$ cat config.mk
export PLATFORM = sky130hd
export DESIGN_NAME = gamma_coincidence_pairer
export DESIGN_NICKNAME = d
export VERILOG_FILES = /design/src/hw/rtl/gcp_pkg.sv /design/src/hw/rtl/gcp_ram.sv /design/src/hw/rtl/gamma_coincidence_pairer.sv
export SDC_FILE = /design/constraint.sdc
export NUM_CORES = 2
export LEC_CHECK = 0
export BUFFER_PORTS_ARGS = -buffer_cell sky130_fd_sc_hd__buf_4
export CAP_MARGIN = 15
export CORE_UTILIZATION = 50
export CTS_CLUSTER_DIAMETER = 60
export DETAILED_ROUTE_END_ITERATION = 10
export GPL_TIMING_DRIVEN = 1
export PLACE_DENSITY = 0.66
export SETUP_SLACK_MARGIN = 0.4
export SKIP_LAST_GASP = 1
export SLEW_MARGIN = 10
export SYNTH_ARGS = -nofsm -noshare
export SYNTH_HDL_FRONTEND = slang
export SYNTH_HIERARCHICAL = 1
export SYNTH_SLANG_ARGS = --single-unit
$ cat constraint.sdc
create_clock -name clk -period 9.3 [get_ports clk]
set_input_delay 1.86 -clock clk [delete_from_list [all_inputs] [get_ports clk]]
set_output_delay 1.86 -clock clk [all_outputs]
set_load 0.02 [all_outputs]
$ cat src/hw/rtl/gcp_pkg.sv
// ---------------------------------------------------------------------------
// gcp_pkg
// shared constants of the coincidence pairer
// ---------------------------------------------------------------------------
package gcp_pkg;
  localparam int MAX_HITS = 16;
  localparam int HC_W     = $clog2(MAX_HITS + 1);
  localparam int ADDR_W   = $clog2(MAX_HITS);
  localparam int TIME_W   = 40;
  localparam int ENTRY_W  = 8 + 16 + TIME_W;
  localparam int DIV_W    = 44;
  localparam int ROOT_W   = 22;

  localparam logic [7:0] REG_WALK_GAIN   = 8'd0;
  localparam logic [7:0] REG_WALK_OFFSET = 8'd1;
  localparam logic [7:0] REG_COINC_WIN   = 8'd2;
  localparam logic [7:0] REG_PROMPT_WIN  = 8'd3;
endpackage

$ cat src/hw/rtl/gcp_ram.sv
// ---------------------------------------------------------------------------
// gcp_ram
// generic single-port-write, single-port-read ram with registered read
// ---------------------------------------------------------------------------
module gcp_ram #(
  parameter int WIDTH = 8,
  parameter int DEPTH = 16
) (
  input  logic                     clk,
  input  logic                     we,
  input  logic [$clog2(DEPTH)-1:0] waddr,
  input  logic [WIDTH-1:0]         wdata,
  input  logic                     re,
  input  logic [$clog2(DEPTH)-1:0] raddr,
  output logic [WIDTH-1:0]         rdata
);
  logic [WIDTH-1:0] mem [DEPTH];

  always_ff @(posedge clk) begin
    if (we) begin
      mem[waddr] <= wdata;
    end
    if (re) begin
      rdata <= mem[raddr];
    end
  end
endmodule

$ cat src/hw/rtl/gamma_coincidence_pairer.sv
// ---------------------------------------------------------------------------
// gamma_coincidence_pairer
// walk-corrects each hit that fits the store and pairs it with the stored hits of its event
// ---------------------------------------------------------------------------
// channel | direction | payload
// in_     | in        | tdata 56b hit, tlast last_hit
// out_    | out       | tdata 136b pair, tuser pair_valid, tlast last
// cfg_    | in        | index 8b, data 16b, always ready
//
// a stored hit goes through accept, a serial divide, a square root, the
// correction, a scan of the stored hits, the store write and the final item.
// a hit arriving at a full store goes straight to the final item.
// reset is synchronous; the hit store needs no clearing.
// a stalled output holds the sequencer; no new item is taken until done.
// ---------------------------------------------------------------------------
module gamma_coincidence_pairer
  import gcp_pkg::*;
(
  input  logic         clk,
  input  logic         rst_n,
  input  logic         in_tvalid,
  output logic         in_tready,
  input  logic [55:0]  in_tdata,   // hit_id, energy_raw, hit_time
  input  logic         in_tlast,   // last_hit
  output logic         out_tvalid,
  input  logic         out_tready,
  output logic [135:0] out_tdata,  // id_x, id_y, energy_x, energy_y, time_x, time_y,
                                   // prompt, event_end, hits_dropped, zero pad
  output logic         out_tuser,  // pair_valid
  output logic         out_tlast,  // last
  input  logic         cfg_valid,
  output logic         cfg_ready,
  input  logic [7:0]   cfg_index,
  input  logic [15:0]  cfg_data
);
  localparam logic [3:0] S_IDLE = 4'd0;
  localparam logic [3:0] S_DIV  = 4'd1;
  localparam logic [3:0] S_SQRT = 4'd2;
  localparam logic [3:0] S_CT   = 4'd3;
  localparam logic [3:0] S_RD   = 4'd4;
  localparam logic [3:0] S_CMP  = 4'd5;
  localparam logic [3:0] S_CHK  = 4'd6;
  localparam logic [3:0] S_PEND = 4'd7;
  localparam logic [3:0] S_A    = 4'd8;
  localparam logic [3:0] S_WR   = 4'd9;
  localparam logic [3:0] S_FIN  = 4'd10;

  logic [3:0] state_r, state_nxt;
  logic [15:0] gain_r, offset_r, cwin_r, pwin_r;
  logic [HC_W-1:0] hit_count_r, hit_count_nxt;
  logic [HC_W-1:0] k_r, k_nxt;
  logic ovf_r, ovf_nxt;
  logic [5:0] cnt_r, cnt_nxt;
  logic [DIV_W-1:0] div_r, div_nxt;
  logic [15:0] rem_r, rem_nxt;
  logic [ROOT_W-1:0] root_r, root_nxt;
  logic [24:0] srem_r, srem_nxt;
  logic [7:0] id_r, id_nxt;
  logic [15:0] e_r, e_nxt;
  logic [31:0] t_r, t_nxt;
  logic lh_r, lh_nxt;
  logic [TIME_W-1:0] ct_r, ct_nxt;
  logic [TIME_W:0] ad_r, ad_nxt;
  logic pend_v_r, pend_v_nxt;
  logic [7:0] pend_id_r, pend_id_nxt;
  logic [15:0] pend_e_r, pend_e_nxt;
  logic [TIME_W-1:0] pend_t_r, pend_t_nxt;
  logic pend_pr_r, pend_pr_nxt;

  logic out_valid_r, out_valid_nxt;
  logic [135:0] out_data_r, out_data_nxt;
  logic out_user_r, out_user_nxt;
  logic out_last_r, out_last_nxt;

  logic ram_we, ram_re;
  logic [ENTRY_W-1:0] ram_wdata, ram_rdata;
  logic [ADDR_W-1:0] ram_raddr;

  logic [7:0] sd_id;
  logic [15:0] sd_e;
  logic [TIME_W-1:0] sd_t;
  logic [15:0] e_div;
  logic [31:0] gain_sq;
  logic [16:0] d_trial;
  logic [25:0] s_trial;
  logic [24:0] s_shift;
  logic [TIME_W:0] diff;
  logic [TIME_W:0] win, pw;
  logic space;
  logic push;
  logic p_valid, p_last, p_end, p_drop, p_pr;
  logic [7:0] p_idx, p_idy;
  logic [15:0] p_ex, p_ey;
  logic [TIME_W-1:0] p_tx, p_ty;

  assign sd_id = ram_rdata[7:0];
  assign sd_e  = ram_rdata[23:8];
  assign sd_t  = ram_rdata[ENTRY_W-1:24];
  assign e_div = (e_r == 16'd0) ? 16'd1 : e_r;
  assign gain_sq = 32'(gain_r) * 32'(gain_r);
  assign d_trial = {rem_r, div_r[DIV_W-1]} - {1'b0, e_div};
  assign s_shift = {srem_r[22:0], div_r[DIV_W-1 -: 2]};
  assign s_trial = {1'b0, s_shift} - {2'b00, root_r, 2'b01};
  assign diff = {sd_t[TIME_W-1], sd_t} - {ct_r[TIME_W-1], ct_r};
  assign win = {{(TIME_W - 19){1'b0}}, cwin_r, 4'b0000};
  assign pw  = {{(TIME_W - 19){1'b0}}, pwin_r, 4'b0000};
  assign space = !out_valid_r || out_tready;

  assign in_tready = (state_r == S_IDLE);
  assign cfg_ready = 1'b1;
  assign out_tvalid = out_valid_r;
  assign out_tdata = out_data_r;
  assign out_tuser = out_user_r;
  assign out_tlast = out_last_r;

  gcp_ram #(.WIDTH(ENTRY_W), .DEPTH(MAX_HITS)) u_store (
    .clk   (clk),
    .we    (ram_we),
    .waddr (hit_count_r[ADDR_W-1:0]),
    .wdata (ram_wdata),
    .re    (ram_re),
    .raddr (ram_raddr),
    .rdata (ram_rdata)
  );

  assign ram_wdata = {ct_r, e_r, id_r};
  assign ram_raddr = k_r[ADDR_W-1:0];

  always_comb begin
    state_nxt = state_r;
    hit_count_nxt = hit_count_r;
    k_nxt = k_r;
    ovf_nxt = ovf_r;
    cnt_nxt = cnt_r;
    div_nxt = div_r;
    rem_nxt = rem_r;
    root_nxt = root_r;
    srem_nxt = srem_r;
    id_nxt = id_r;
    e_nxt = e_r;
    t_nxt = t_r;
    lh_nxt = lh_r;
    ct_nxt = ct_r;
    ad_nxt = ad_r;
    pend_v_nxt = pend_v_r;
    pend_id_nxt = pend_id_r;
    pend_e_nxt = pend_e_r;
    pend_t_nxt = pend_t_r;
    pend_pr_nxt = pend_pr_r;
    ram_we = 1'b0;
    ram_re = 1'b0;
    push = 1'b0;
    p_valid = 1'b0;
    p_last = 1'b0;
    p_end = 1'b0;
    p_drop = 1'b0;
    p_pr = 1'b0;
    p_idx = '0;
    p_idy = '0;
    p_ex = '0;
    p_ey = '0;
    p_tx = '0;
    p_ty = '0;
    unique case (state_r)
      S_IDLE: begin
        if (in_tvalid) begin
          id_nxt = in_tdata[7:0];
          e_nxt = in_tdata[23:8];
          t_nxt = in_tdata[55:24];
          lh_nxt = in_tlast;
          pend_v_nxt = 1'b0;
          k_nxt = '0;
          if (hit_count_r >= HC_W'(MAX_HITS)) begin
            ovf_nxt = 1'b1;
            state_nxt = S_FIN;
          end else begin
            div_nxt = {gain_sq, 12'd0};
            rem_nxt = '0;
            cnt_nxt = 6'(DIV_W - 1);
            state_nxt = S_DIV;
          end
        end
      end
      S_DIV: begin
        if (!d_trial[16]) begin
          rem_nxt = d_trial[15:0];
          div_nxt = {div_r[DIV_W-2:0], 1'b1};
        end else begin
          rem_nxt = {rem_r[14:0], div_r[DIV_W-1]};
          div_nxt = {div_r[DIV_W-2:0], 1'b0};
        end
        if (cnt_r == 6'd0) begin
          srem_nxt = '0;
          root_nxt = '0;
          cnt_nxt = 6'(ROOT_W - 1);
          state_nxt = S_SQRT;
        end else begin
          cnt_nxt = cnt_r - 6'd1;
        end
      end
      S_SQRT: begin
        div_nxt = {div_r[DIV_W-3:0], 2'b00};
        if (!s_trial[25]) begin
          srem_nxt = s_trial[24:0];
          root_nxt = {root_r[ROOT_W-2:0], 1'b1};
        end else begin
          srem_nxt = s_shift;
          root_nxt = {root_r[ROOT_W-2:0], 1'b0};
        end
        if (cnt_r == 6'd0) begin
          state_nxt = S_CT;
        end else begin
          cnt_nxt = cnt_r - 6'd1;
        end
      end
      S_CT: begin
        ct_nxt = {{(TIME_W - 32){t_r[31]}}, t_r}
               + {{(TIME_W - ROOT_W){1'b0}}, root_r}
               - {{(TIME_W - 20){1'b0}}, offset_r, 4'b0000};
        state_nxt = S_RD;
      end
      S_RD: begin
        if (k_r == hit_count_r) begin
          state_nxt = S_WR;
        end else begin
          ram_re = 1'b1;
          state_nxt = S_CMP;
        end
      end
      S_CMP: begin
        ad_nxt = diff[TIME_W] ? (~diff + 1'b1) : diff;
        state_nxt = S_CHK;
      end
      S_CHK: begin
        if (ad_r > win) begin
          k_nxt = k_r + 1'b1;
          state_nxt = S_RD;
        end else if (pend_v_r) begin
          state_nxt = S_PEND;
        end else begin
          state_nxt = S_A;
        end
      end
      S_PEND: begin
        p_valid = 1'b1;
        p_idx = id_r;
        p_idy = pend_id_r;
        p_ex = e_r;
        p_ey = pend_e_r;
        p_tx = ct_r;
        p_ty = pend_t_r;
        p_pr = pend_pr_r;
        if (space) begin
          push = 1'b1;
          state_nxt = S_A;
        end
      end
      S_A: begin
        p_valid = 1'b1;
        p_idx = sd_id;
        p_idy = id_r;
        p_ex = sd_e;
        p_ey = e_r;
        p_tx = sd_t;
        p_ty = ct_r;
        p_pr = (ad_r < pw);
        if (space) begin
          push = 1'b1;
          pend_v_nxt = 1'b1;
          pend_id_nxt = sd_id;
          pend_e_nxt = sd_e;
          pend_t_nxt = sd_t;
          pend_pr_nxt = (ad_r < pw);
          k_nxt = k_r + 1'b1;
          state_nxt = S_RD;
        end
      end
      S_WR: begin
        ram_we = 1'b1;
        hit_count_nxt = hit_count_r + 1'b1;
        state_nxt = S_FIN;
      end
      S_FIN: begin
        p_last = 1'b1;
        p_end = lh_r;
        p_drop = lh_r & ovf_r;
        if (pend_v_r) begin
          p_valid = 1'b1;
          p_idx = id_r;
          p_idy = pend_id_r;
          p_ex = e_r;
          p_ey = pend_e_r;
          p_tx = ct_r;
          p_ty = pend_t_r;
          p_pr = pend_pr_r;
        end
        if (space || (!pend_v_r && !lh_r)) begin
          push = pend_v_r || lh_r;
          if (lh_r) begin
            hit_count_nxt = '0;
            ovf_nxt = 1'b0;
          end
          state_nxt = S_IDLE;
        end
      end
      default: begin
        state_nxt = S_IDLE;
      end
    endcase
  end

  always_comb begin
    out_valid_nxt = out_valid_r;
    out_data_nxt = out_data_r;
    out_user_nxt = out_user_r;
    out_last_nxt = out_last_r;
    if (push) begin
      out_valid_nxt = 1'b1;
      out_data_nxt = {5'd0, p_drop, p_end, p_pr, p_ty, p_tx, p_ey, p_ex, p_idy, p_idx};
      out_user_nxt = p_valid;
      out_last_nxt = p_last;
    end else if (out_tready) begin
      out_valid_nxt = 1'b0;
    end
  end

  always_ff @(posedge clk) begin
    if (!rst_n) begin
      state_r <= S_IDLE;
      hit_count_r <= '0;
      ovf_r <= 1'b0;
      pend_v_r <= 1'b0;
      out_valid_r <= 1'b0;
      gain_r <= 16'd2000;
      offset_r <= 16'd80;
      cwin_r <= 16'd1000;
      pwin_r <= 16'd200;
    end else begin
      state_r <= state_nxt;
      hit_count_r <= hit_count_nxt;
      ovf_r <= ovf_nxt;
      pend_v_r <= pend_v_nxt;
      out_valid_r <= out_valid_nxt;
      if (cfg_valid) begin
        priority case (cfg_index)
          REG_WALK_GAIN:   gain_r <= cfg_data;
          REG_WALK_OFFSET: offset_r <= cfg_data;
          REG_COINC_WIN:   cwin_r <= cfg_data;
          REG_PROMPT_WIN:  pwin_r <= cfg_data;
          default: begin
          end
        endcase
      end
    end
  end

  always_ff @(posedge clk) begin
    k_r <= k_nxt;
    cnt_r <= cnt_nxt;
    div_r <= div_nxt;
    rem_r <= rem_nxt;
    root_r <= root_nxt;
    srem_r <= srem_nxt;
    id_r <= id_nxt;
    e_r <= e_nxt;
    t_r <= t_nxt;
    lh_r <= lh_nxt;
    ct_r <= ct_nxt;
    ad_r <= ad_nxt;
    pend_id_r <= pend_id_nxt;
    pend_e_r <= pend_e_nxt;
    pend_t_r <= pend_t_nxt;
    pend_pr_r <= pend_pr_nxt;
    out_data_r <= out_data_nxt;
    out_user_r <= out_user_nxt;
    out_last_r <= out_last_nxt;
  end
endmodule
==> reports/results.txt <==
After detailed routing, the number of remaining DRC violations is 0. The hold buffer count at CTS is 0. The maximum operating frequency was 131.9 MHz; the static power due to leakage was 31.39 nW. The initial antenna violation count is 5. The tools report the type of element capturing the critical path as a flip-flop.

The met3 usage in global routing was 0.04526. TritonCTS built the clock tree. In this run the remaining antenna-violating nets after routing total 0.

The maximum fanout along the worst path was 14. Setup slack on the critical path of the routed design comes to 1.721 ns. The mean number of vias per cell is 5.938, and the number of buffers inserted during clock tree synthesis is 170. The logs give 227 for the number of top-level design ports and 183300 um for the overall routed net length. Met1 global-route usage: 0.3534. The CTS clock-pin slew for the worst setup and hold paths is 0.06 ns, and the number of buffers on the longest clock path is 3.

The worst setup path is launched from a flip-flop. The number of setup violations in the final report was 0; the setup fix buffers added after clock tree synthesis was 0. The data arrival time of the worst path came out at 8.08 ns. The clock reaches the later pin of the worst-skew pair after 0.83 ns. Setup repair after global routing left no endpoint under its margin. Row generation in the floorplan step produced 141 rows. After synthesis the netlist holds a flip-flop and latch count of 1610.

The share of post-route cells with drive strength above 1 was 0.1650. Counting flops with a built-in enable in the synthesized netlist gives 1534. Before CTS, the worst setup slack after placement is 1.800 ns. Clock root buffer: sky130_fd_sc_hd__clkbuf_16.

Total of max-cap violations: 0. The synthesized netlist contains 90 unique library cells. The share of the yosys chip area belonging to registers came out at 0.6347.

The tools report the global routing usage summed across all routing layers as 0.2440. In this run the worst setup path begins at gain_r[3]. For this run, the number of Yosys warnings is 6. The violation count after the first detailed-routing iteration was 4026; the slew at the pin closest to its max-slew limit was 1.145 ns. Relative to the synthesized area, the layout overhead comes to 12.86%. The flow ran to the end, and the final reports show no timing, DRC or antenna violations.

The number of hold violations in the final report was 0. The clock arrives with 0.06696 ns of skew. At the end of routability-driven placement, the weighted congestion stood at 0.8676. The areal power density over the cells was 265.4 nW/um^2; the number of nets in the finished design was 5711. After routing, the total negative slack on setup checks comes to 0 ns. Critical path class: reg2reg. The fraction of the cycle the final worst path needs is 0.8149, and the routed wire length per instance is 25.23 um.

The tools report the largest vdd supply drop as 0.0002712 V. The die extent in y is 389.2 um. Input and output buffers added on the ports amount to 220.

The number of gates resized after CTS was 0. Synthesis produced a netlist whose cell count is 4915. The highest cell delay on the worst timing path came out at 0.66 ns. The die covers 151500 sq um. For the met2 usage in global routing, the log shows 0.3797.

The count of final max-slew check failures was 0. The share of async-settable or async-resettable flops after synthesis is 0. In this run the critical register-to-register path is launched from gain_r[3].

The relative max-transition margin was 0.2346. Entering global routing, the biggest net connects 137 pins. The post-synthesis average cell area was 15.25 sq um. In this run the most used layer during global routing was met2. The routed layout has 43139 vias.

Detailed placement finished with a half-perimeter wire length of 113500 um. For the worst setup path, the data required time is 9.80 ns. For the number of levels the H-tree was split into, the log shows 4. The min-delay analysis places its worst path in the category reg2reg. The first global-routing pass estimated 272600 um of wire. The number of global-route vias before repair was 42807. The critical path goes through inv_1 > nor2_1 > inv_1 > fa_1 > fa_1 > inv_1 > ha_1 > fa_1 > fa_1 > inv_1 > fa_1 > inv_1 > ha_1 > nand2_1 > o31ai_1 > a21oi_1 > o41ai_1 > a41oi_1 > a21oi_1 > a21oi_1 > xnor2_1 > o21ai_0. The count of filler cells inserted in the layout is 11487. After global routing the overflow that remains totals 0. The worst min-delay path startpoint was u_store/rdata[4]. The die extent in x is 389.2 um, and the number of clock sinks is 1610. The placeable core region is 148200 sq um. After layout, the minimum clock period comes to 7.579 ns. The initial core utilization came out at 0.5059. Before antenna repair, the detailed router went through 6 iterations.

Among all flip-flop cells after synthesis, the most frequent one is sky130_fd_sc_hd__edfxtp_1. Summing every instance area after synthesis gives 74970 sq um. The slowest stage of the critical path belongs to the cell sky130_fd_sc_hd__dfxtp_1.
-- power by group --
group	internal (W)	total [W]	switching (W)
Combinational	0.00259	0.00641	0.00383
Sequential	0.00888	0.00935	0.000469
Clock	0.00379	0.00670	0.00291
-- metrics by stage --
step / cell area (sq um) / util / power (W) / hold WS [ns] / instances
after detailed placement: 78970 / 0.5329 / 0.01585 / 0.4363 / 6950
final: 84610 / 0.5709 / 0.02246 / 0.4538 / 7265
after global routing: 84600 / 0.5709 / 0.02346 / 0.4618 / 7264
after floorplan: 74980 / - / 0.01402 / 0.4268 / 4919
after global placement: 78970 / 0.5329 / 0.01577 / 0.4311 / 6950
after CTS: 84580 / 0.5707 / 0.02256 / 0.4507 / 7263
-- layout by cell type (no fill, tap or decap), types with 26 or more instances in the layout --
cell type / n
sky130_fd_sc_hd__a22oi_1: 160
sky130_fd_sc_hd__a21o_1: 65
sky130_fd_sc_hd__nor2_1: 221
sky130_fd_sc_hd__edfxtp_1: 1534
sky130_fd_sc_hd__nand2_1: 293
sky130_fd_sc_hd__clkinv_1: 44
sky130_fd_sc_hd__xnor2_1: 102
sky130_fd_sc_hd__clkbuf_1: 26
sky130_fd_sc_hd__fa_1: 182
sky130_fd_sc_hd__o21a_1: 26
sky130_fd_sc_hd__clkinv_2: 26
sky130_fd_sc_hd__xor2_1: 63
sky130_fd_sc_hd__a22o_1: 127
sky130_fd_sc_hd__ha_1: 250
sky130_fd_sc_hd__nor2b_1: 28
sky130_fd_sc_hd__nand3_1: 42
sky130_fd_sc_hd__o21ai_0: 108
sky130_fd_sc_hd__buf_4: 302
sky130_fd_sc_hd__nor3_1: 51
sky130_fd_sc_hd__inv_1: 489
sky130_fd_sc_hd__clkbuf_16: 170
sky130_fd_sc_hd__mux2i_1: 80
sky130_fd_sc_hd__mux4_2: 256
sky130_fd_sc_hd__a21oi_1: 151
sky130_fd_sc_hd__and2_1: 57
sky130_fd_sc_hd__dfxtp_1: 76
-- worst max-delay path, delay by kind of cell, from the launching register on --
kind | cells | cell delay [ns]
and+or+nand+nor | 2 | 0.47
adders and majority gates | 7 | 3.24
buffers and inverters | 5 | 0.53
DFF | 1 | 0.66
xor gates and xnor gates | 1 | 0.13
AOI/OAI and AO/OA | 7 | 2.24
-- final cells by class --
cell class              instances  area [sq um]  share of cell area
clock inverters               116          1237             0.01463
diodes                          1         2.502          0.00002958
inverters                     489          1836             0.02169
clock buffers                 197          4365             0.05160
multi-input cells            2617         24830              0.2935
flip-flops and latches       1610         47590              0.5624
repair buffers                305          2335             0.02759
well taps                    1930          2415             0.02854
-- kinds of logic (layout without fill, tap and decap cells) --
group	Yosys count	in the layout	share of synthesized area
DFF	1610	1610	0.6347
and+or+nand+nor	874	874	0.05538
muxes	337	337	0.08774
xor gates and xnor gates	165	165	0.01928
other	2	7	0.0001002
AOI/OAI and AO/OA	803	803	0.07532
buffers and inverters	692	1107	0.03713
adders and majority gates	432	432	0.09032
-- synthesized netlist by cell type, types with 7 or more instances --
cell	number	area [sq um]
sky130_fd_sc_hd__nand2_1	294	1104
sky130_fd_sc_hd__ha_1	250	3128
sky130_fd_sc_hd__mux4_2	256	5766
sky130_fd_sc_hd__a211oi_1	23	172.7
sky130_fd_sc_hd__nand3b_1	9	67.56
sky130_fd_sc_hd__a22oi_1	160	1201
sky130_fd_sc_hd__a21oi_1	153	765.7
sky130_fd_sc_hd__xnor2_1	102	893.4
sky130_fd_sc_hd__buf_2	23	115.1
sky130_fd_sc_hd__o21bai_1	19	142.6
sky130_fd_sc_hd__a21o_1	65	488.0
sky130_fd_sc_hd__buf_6	15	168.9
sky130_fd_sc_hd__inv_1	489	1836
sky130_fd_sc_hd__nand2b_1	21	131.4
sky130_fd_sc_hd__edfxtp_1	1534	46060
sky130_fd_sc_hd__o31ai_1	13	97.59
sky130_fd_sc_hd__and2_1	59	369.1
sky130_fd_sc_hd__o21a_1	26	195.2
sky130_fd_sc_hd__nand4_1	22	137.6
sky130_fd_sc_hd__o211ai_1	13	97.59
sky130_fd_sc_hd__nor2b_1	31	193.9
sky130_fd_sc_hd__nor2_1	236	885.9
sky130_fd_sc_hd__nor4_1	21	131.4
sky130_fd_sc_hd__a22o_1	127	1112
sky130_fd_sc_hd__or3_1	22	137.6
sky130_fd_sc_hd__a31oi_1	16	100.1
sky130_fd_sc_hd__buf_1	17	63.81
sky130_fd_sc_hd__dfxtp_1	76	1521
sky130_fd_sc_hd__buf_4	12	90.09
sky130_fd_sc_hd__o21ai_1	8	40.04
sky130_fd_sc_hd__xor2_1	63	551.8
sky130_fd_sc_hd__nand3_1	42	210.2
sky130_fd_sc_hd__o21ai_0	108	540.5
sky130_fd_sc_hd__clkbuf_1	136	510.5
sky130_fd_sc_hd__mux2i_1	80	800.8
sky130_fd_sc_hd__nor3_1	58	290.3
sky130_fd_sc_hd__a31o_2	8	70.07
sky130_fd_sc_hd__or2_2	7	43.79
sky130_fd_sc_hd__and3_1	14	87.58
sky130_fd_sc_hd__fa_1	182	3643
-- state kept, by name, indices dropped and copies added, names as in the netlist, 23 cells and up --
register / flops
div_r: 44
u_store/rdata: 64
srem_r: 23
ct_r: 34
u_store/mem: 1024
t_r: 32
ad_r: 41
out_tdata: 131
pend_t_r: 40
-- final timing paths --
kind,endpoint,slack (ns),cells past startpoint
worst max-delay path,div_r[43],1.72,22
worst min-delay path,pend_id_r[4],0.45,0
worst max register to register,div_r[43],1.72,22
worst min register to register,pend_id_r[4],0.45,0
-- metal layers --
layer | routed length (um) | vias up | share of wire
met3 | 14950 | 247 | 0.082
li1 | - | 19106 | -
met5 | 27 | - | 0.00015
met1 | 78520 | 22119 | 0.43
met4 | 4210 | 4 | 0.023
met2 | 85600 | 1663 | 0.47
(Power assumes the default switching activity.)
